File: src/rtl/pdop_pkg.sv
package pdop_pkg;

   // Fixed-point format of the coordinates
   localparam int COORD_FRAC_BITS = 8;

   // Defaults for the top-level parameters
   localparam int MAX_PARTICLES_DEF = 256;

   // Box edge after reset: 100.0 in Q8.8
   localparam logic [15:0] BOX_RESET = 16'd25600;

   // Minimum allowed squared distance: 4.0 with 2*COORD_FRAC_BITS fraction bits
   localparam logic [32:0] DIST_LIMIT = 33'd4 << (2 * COORD_FRAC_BITS);

   // Operation codes (req_tuser)
   localparam logic OP_CLEAR = 1'b0;
   localparam logic OP_PLACE = 1'b1;

   // Result status codes
   localparam logic [2:0] STATUS_PLACED     = 3'd0;
   localparam logic [2:0] STATUS_OVERLAP    = 3'd1;
   localparam logic [2:0] STATUS_FULL       = 3'd2;
   localparam logic [2:0] STATUS_CLEARED    = 3'd3;
   localparam logic [2:0] STATUS_OUT_OF_BOX = 3'd4;

   typedef enum logic [1:0] {
      ST_IDLE,
      ST_SCAN,
      ST_DONE
   } state_type;

   // Status of the distance pipeline toward the controller
   typedef struct packed {
      logic busy;   // some stage holds a valid entry
      logic hit;    // an entry closer than the limit leaves the pipeline
   } dist_stat_type;

endpackage

File: src/rtl/pdop_dist.sv
module pdop_dist (
   input  logic                    clock,
   input  logic                    reset,
   input  logic                    in_valid,
   input  logic [31:0]             entry_data,   // x in [31:16], y in [15:0]
   input  logic [15:0]             cand_x,
   input  logic [15:0]             cand_y,
   input  logic [15:0]             box_edge,
   output pdop_pkg::dist_stat_type stat
);

   // Minimum-image magnitude of one axis difference
   function automatic logic [15:0] wrap_mag(input logic signed [16:0] d,
                                            input logic [15:0] box);
      logic signed [17:0] de;
      logic signed [17:0] bx;
      logic signed [17:0] tw;
      logic signed [17:0] w;
      de = {d[16], d};
      bx = signed'({2'b00, box});
      tw = {d, 1'b0};
      if (tw > bx) begin
         w = de - bx;
      end else if (tw < -bx) begin
         w = de + bx;
      end else begin
         w = de;
      end
      if (w < 0) begin
         w = -w;
      end
      return w[15:0];
   endfunction

   // stage A: raw differences
   logic               va_ff, va_in;
   logic signed [16:0] dx_ff, dx_in, dy_ff, dy_in;
   // stage B: wrapped magnitudes
   logic               vb_ff, vb_in;
   logic [15:0]        mx_ff, mx_in, my_ff, my_in;
   // stage C: squares
   logic               vc_ff, vc_in;
   logic [31:0]        sqx_ff, sqx_in, sqy_ff, sqy_in;
   // stage D: compare against the limit
   logic               vd_ff, vd_in;
   logic               close_ff, close_in;

   always_comb begin
      va_in    = in_valid;
      dx_in    = signed'({1'b0, entry_data[31:16]}) - signed'({1'b0, cand_x});
      dy_in    = signed'({1'b0, entry_data[15:0]})  - signed'({1'b0, cand_y});
      vb_in    = va_ff;
      mx_in    = wrap_mag(dx_ff, box_edge);
      my_in    = wrap_mag(dy_ff, box_edge);
      vc_in    = vb_ff;
      sqx_in   = mx_ff * mx_ff;
      sqy_in   = my_ff * my_ff;
      vd_in    = vc_ff;
      close_in = ({1'b0, sqx_ff} + {1'b0, sqy_ff}) < pdop_pkg::DIST_LIMIT;
   end

   always_ff @(posedge clock) begin
      if (reset) begin
         va_ff <= 1'b0;
         vb_ff <= 1'b0;
         vc_ff <= 1'b0;
         vd_ff <= 1'b0;
      end else begin
         va_ff <= va_in;
         vb_ff <= vb_in;
         vc_ff <= vc_in;
         vd_ff <= vd_in;
      end
   end

   always_ff @(posedge clock) begin
      dx_ff    <= dx_in;
      dy_ff    <= dy_in;
      mx_ff    <= mx_in;
      my_ff    <= my_in;
      sqx_ff   <= sqx_in;
      sqy_ff   <= sqy_in;
      close_ff <= close_in;
   end

   assign stat.busy = va_ff | vb_ff | vc_ff | vd_ff;
   assign stat.hit  = vd_ff & close_ff;

endmodule
File: config.mk
export PLATFORM = sky130hd
export DESIGN_NAME = pdop_dist
export DESIGN_NICKNAME = d
export VERILOG_FILES = /design/src/rtl/pdop_pkg.sv /design/src/rtl/pdop_dist.sv
export SDC_FILE = /design/constraint.sdc
export NUM_CORES = 1
export LEC_CHECK = 0
export BUFFER_PORTS_ARGS = -buffer_cell sky130_fd_sc_hd__buf_2
export CORE_ASPECT_RATIO = 0.75
export CORE_MARGIN = 10
export CORE_UTILIZATION = 42
export DETAILED_ROUTE_END_ITERATION = 12
export GPL_TIMING_DRIVEN = 0
export SLEW_MARGIN = 20
export SYNTH_ARGS = -nofsm -noshare
export SYNTH_HDL_FRONTEND = slang
export SYNTH_SLANG_ARGS = --single-unit
File: constraint.sdc
create_clock -name clock -period 14.55 [get_ports clock]
set_input_delay 2.1825 -clock clock [delete_from_list [all_inputs] [get_ports clock]]
set_output_delay 2.1825 -clock clock [all_outputs]
set_load 0.05 [all_outputs]
## After elaboration in Yosys (flattened, before gate mapping)

Cells that the tools add are included.

- Bits in registers: 135
- Latch bits: 0
- RAM bits: 0
- Memory bits (read-only): 0
- Bits of input ports: 83
- Output and inout bits: 2
- Word-level logic and storage cells: 40
- Memories: 0

- Add/sub/neg operators: 10
- Multiply operators: 2
- Div/mod/pow operators: 0
- Order comparisons: 7
- Equality and inequality tests: 0
- Shift-type cells: 0
- Muxes and demuxes: 6
- Bitwise logic cells: 4
- Reductions and logical operators: 0

Operator list:

| operator | number |
|---|---|
| 18-bit two-way mux | 4 |
| 16-bit by 16-bit multiplier with 32-bit output | 2 |
| 17-bit by 17-bit adder with 18-bit output | 2 |
| 18-bit by 17-bit greater-than comparator with 1-bit output | 2 |
| 18-bit by 1-bit less-than comparator with 1-bit output, second input constant | 2 |
| 18-bit less-than comparator | 2 |
| 17-bit by 17-bit subtractor with 18-bit output | 2 |
| 16-bit by 16-bit subtractor with 17-bit output | 2 |
| 32-bit by 32-bit adder with 33-bit output | 1 |
| 33-bit by 19-bit less-than comparator with 1-bit output, second input constant | 1 |
| 16-bit two-way mux | 2 |
| 16-bit negation | 2 |
| 16-bit negation with 18-bit output | 1 |
| 1-bit bitwise OR | 3 |
| 1-bit bitwise AND | 1 |

## Logic depth before layout (Yosys ltp)

- Depth after elaboration: 6
- Depth in mapped cells: 27
- Gate-level depth less buffers: 26

## Worst setup path before layout

Ideal clock, no wire load.

- Path type: input -> register
- Start: in box_edge[0]
- End: reg mx_ff[8]
- Data arrival time: 6.655 ns
- Setup slack: 7.823 ns
- Stages: 22
- Buffers on the path: 1
- Cells stage by stage: nor2_2 nand3_1 or3_1 nor3_1 nand2_1 nor3_1 nand2_1 nor3_1 nand2_1 nor2_1 ha_1 a21o_1 a21oi_1 o311ai_0 o22a_2 buf_2 o311ai_1 a2bb2oi_1 nor4b_4 nand2_2 o31ai_1 xnor2_1

- Longest elaborated chain between the ends: 6
- Elaborated cells between the ends (all ways): 10
- Classes of those cells: 4 x add/sub; 3 x order compare; 3 x mux

RTL lines:

| element | line | text |
|---|---|---|
| from (decl) | pdop_dist.sv:8 | `input logic [15:0] box_edge,` |
| 16-bit negation with 18-bit output | pdop_dist.sv:24 | `end else if (tw < -bx) begin` |
| 18-bit less-than comparator | pdop_dist.sv:24 |  |
| 18-bit two-way mux | pdop_dist.sv:24 |  |
| 18-bit two-way mux (*) | pdop_dist.sv:22 | `if (tw > bx) begin` |
| 16-bit negation or 18-bit by 1-bit less-than comparator with 1-bit output (tied branches) | pdop_dist.sv:30, pdop_dist.sv:29 |  |
| 16-bit two-way mux (*) | pdop_dist.sv:29 | `if (w < 0) begin` |
| named net mx_in[8] | pdop_dist.sv:40 | `logic [15:0] mx_ff, mx_in, my_ff, my_in;` |
| to (signal assigned) | pdop_dist.sv:79 | `mx_ff <= mx_in;` |
| to (decl) | pdop_dist.sv:40 |  |

Mark *: on every way through the listed nets, which the timed path passes. The rest lies on a longest branch.
A chain may end at the register's enable or synchronous reset.

## Worst setup path in the final report

- Start: in box_edge[0]
- End: reg my_ff[15]

- Longest elaborated chain between the ends: 6
- Elaborated cells between the ends (all ways): 10
- Classes of those cells: 4 x add/sub; 3 x order compare; 3 x mux

RTL lines:

| element | line | text |
|---|---|---|
| 16-bit negation with 18-bit output | pdop_dist.sv:24 |  |
| 18-bit less-than comparator | pdop_dist.sv:24 |  |
| 18-bit two-way mux | pdop_dist.sv:24 |  |
| 18-bit two-way mux (*) | pdop_dist.sv:22 |  |
| 16-bit negation or 18-bit by 1-bit less-than comparator with 1-bit output (tied branches) | pdop_dist.sv:30, pdop_dist.sv:29 |  |
| 16-bit two-way mux (*) | pdop_dist.sv:29 |  |
| named net my_in[15] | pdop_dist.sv:40 |  |
| to (signal assigned) | pdop_dist.sv:80 | `my_ff <= my_in;` |
| to (decl) | pdop_dist.sv:40 |  |

Marks and branches as above.

==> summary.md <==
| Metric | Value |
|---|---|
| Setup Skew | 0.01202 ns |
| Slew @ Worst Pin | 0.8886 ns |
| Placer congestion estimate | 0.9199 |
| # hold bufs at CTS | 0 |
| CP Launch Type | input port |
| Final Hold Fails | 0 |
| Top cells by area, synth | fa_1 (26%), ha_1 (19%), dfxtp_1 (10%), inv_1 (9.3%), xnor2_1 (3.3%) |
| H-Tree Depth | 4 |
| Synth cell types | 92 |
| Clock Sinks | roughly 130 |
| Cell area after synthesis | 25,280 um^2 |
| Finish-stage setup viols | 0 |
| Antenna violations before repair | 3 |
| RSZ-0062 raised after global routing | no |
| Post-cts gate resize count | 0 |
| Largest net degree at the start of global routing | 17 |
| Worst Hold Path Cells | 1 |
| Most used DFF post-synth | dfxtp_1 |
| CTS root buf | clkbuf_16 |
| Buffer count from post-CTS setup fixing | 0 |
| DR vias/cell | 5.280 |
| Post-synthesis average cell area | 8.592 um^2 |
| Kind of critical path | in -> reg |
| Syn-to-layout area delta | 7.871% |
| NumNets Final | around 3.9k |
| Core box area | 59,250 um^2 |
| Layout cells sized above 1 | around 6.2% |
| Post-DRT Antenna Nets | 0 |
| Mapped Cells | 2,942 |
| Max-Slew Margin vs Limit | 40.01% |
| Fmax | ~130 MHz |
| CTS Buf Count | 17 |
| Most frequent cells in the layout | inv_1 (623), ha_1 (393), fa_1 (332) |
| DIE HEIGHT | 232.5 um |
| Vias in the first global route | 21.37k |
| Wire per inst | 17.06 um |
| Critical path cell sequence | buf_2 > nor2_2 > nand3_1 > or3_1 > nor3_1 > nand2_1 > nor3_1 > nand2_1 > nor3_1 > nand2_1 > nor2_1 > ha_1 > a211oi_1 > mux2i_1 > a21oi_1 > o211a_1 > buf_2 > a311oi_1 > o22ai_1 > nand3_2 > nor4_4 > nor3b_2 > a31oi_1 > xnor2_1 |
| Slew Limit Fails | 0 |
| Reg2Reg Setup Slack | roughly 6.7 ns |
| Max FO, Critical Path | 10 |
| FFs w/ async S/R, synth | 0% |
| Synth warnings | 0 |
| Crit path buffers/inverters | 2 |
| #FFs+latches synth | 131 |
| Global route overflow | 0 |
| Min-delay worst type | reg -> reg |
| Tcrit/Tclk final | 54.07% |
| Worst skew pair latency | 0.45 ns |
| Site Rows | 77 |
| Reg2Reg Depth | 26 |
| Mapped Nets | 3,750 |
| CP arrival | 8.20 ns |
| DP HPWL | 56.73 mm |
| Clock-pin slew on the worst setup and hold paths | ~0.060 ns |
| Slowest stage delay, CP | 0.46 ns |
| First-pass GRT wire length | 109.1 mm |
| Outcome | finished clean |
| Post-synth EDFFs | 0 |
| Tot GR Track Use | 19.05% |
| Post-synth top area share | 26.29% |
| Post-synthesis sequential area ratio | between 10% and 20% |
| Max-capacitance violation count | 0 |
| TritonCTS clock tree | yes |
| Total length of routed wires | 65.65 mm |
| Port Buf Inserts | 84 |
| Die Span X | approximately 300 um |
| Clock tree buffer depth | 2 |
| Fin crit period | 7.867 ns |
| Slowest CP cell | o22ai_1 |
| 1st-pass router iterations | 5 |
| Critical path capture point type | flip-flop |
| Remaining DRCs | 0 |
| Delay-heaviest family, CP | simple AND/OR/NAND/NOR gates |
| Yosys top cell by area | fa_1 |
| I/O pins | between 80 and 90 |
| Die area | 70,500 um^2 |
| Critical path depth | 24 |
| Iteration-0 DRC Markers | approximately 1.2k |
| Req. time, crit path | 14.88 ns |
| Most common cell after layout, fill and taps aside | inv_1 |
| Setup TNS | 0 ns |
| Initial Util | 42.66% |
| Via count | 20.32k |
-- logic make-up (layout without fill, tap and decap cells) --
family / count (synthesis) / in the layout / share of synthesized area (%)
compound gates: 502 / 502 / 13.74
xor+xnor: 129 / 129 / 4.470
fa+ha+maj: 725 / 725 / 45.75
buf+inv: 688 / 804 / 10.39
flops: 131 / 131 / 10.38
mux: 9 / 9 / 0.3762
other cells: 0 / 1 / 0
simple gates: 758 / 758 / 14.90
-- cells in the mapped netlist, types with 26 or more instances --
cell        n
nand2b_1   26
nor2_1    184
dfxtp_1   131
nor3_1     55
a211oi_1   27
a21o_1     37
nand3_1    50
nor2b_1    46
nand2_1   217
fa_1      332
clkbuf_1   48
inv_1     623
ha_1      393
xnor2_1    96
and2_1     79
a21oi_1   115
xor2_1     33
o21ai_0    77
-- state kept, by name, indices dropped and copies added (netlist names) --
register	flops
vb_ff	1
my_ff	16
dy_ff	17
va_ff	1
mx_ff	16
vc_ff	1
sqy_ff	30
dx_ff	17
sqx_ff	30
close_ff	1
vd_ff	1
-- worst paths after layout --
kind,startpoint,end
hold / removal,vb_ff$_SDFF_PP0_,vc_ff$_SDFF_PP0_
hold reg to reg,vb_ff$_SDFF_PP0_,vc_ff$_SDFF_PP0_
setup / recovery,box_edge[0],my_ff[15]$_DFF_P_
setup reg to reg,my_ff[1]$_DFF_P_,sqy_ff[31]$_DFF_P_
-- through the flow --
stage	utilization (%)	std cells	area, um^2	hold WS [ns]	setup slack [ns]
6_report	46.02	3849	27270	0.4675	6.683
5_1_grt	46.01	3848	27260	0.4832	6.090
3_3_place_gp	45.04	3816	26690	0.4485	6.557
3_5_place_dp	45.04	3816	26690	0.4573	6.445
2_1_floorplan	-	2942	25280	0.4295	7.823
4_1_cts	46.01	3848	27260	0.4690	6.644
-- worst reg2reg max path, stage by stage, from the launching register on --
cell and delay [ns]:
dfxtp_1 0.30, clkbuf_1 0.23, clkbuf_1 0.33, and2_1 0.31
fa_1 0.56, inv_1 0.05, fa_1 0.48, inv_1 0.05
fa_1 0.49, inv_1 0.05, fa_1 0.47, inv_1 0.05
fa_1 0.53, inv_1 0.06, fa_1 0.53, inv_1 0.04
ha_1 0.34, a21o_1 0.20, a21oi_1 0.20, o21ai_0 0.14
a211oi_1 0.41, or3_1 0.23, a41oi_1 0.26, o41ai_1 0.76
o2111ai_1 0.22, a21oi_1 0.22, xnor2_1 0.19
-- per-layer routing --
layer | up-vias | track usage [%] | share of wire [%]
met5 | - | 0 | 0.011
met4 | 2 | 3.675 | 1.4
met3 | 71 | 3.377 | 6.1
met2 | 541 | 31.02 | 46
met1 | 9897 | 26.23 | 47
li1 | 9812 | - | -
-- layout make-up --
cell class	count	area [um^2]
antenna	1	2.502
buffer	65	287.8
clock buffer	18	439.2
clock inverter	14	138.9
fill	5817	31980
inverter	623	2338
multi-input combinational	2123	20030
sequential	131	2623
tap	790	988.4
timing repair buffer	84	420.4
Power is left out: the tool's default activity adds up to more than one toggle a clock period on the data nets, which glitch-free logic cannot reach.
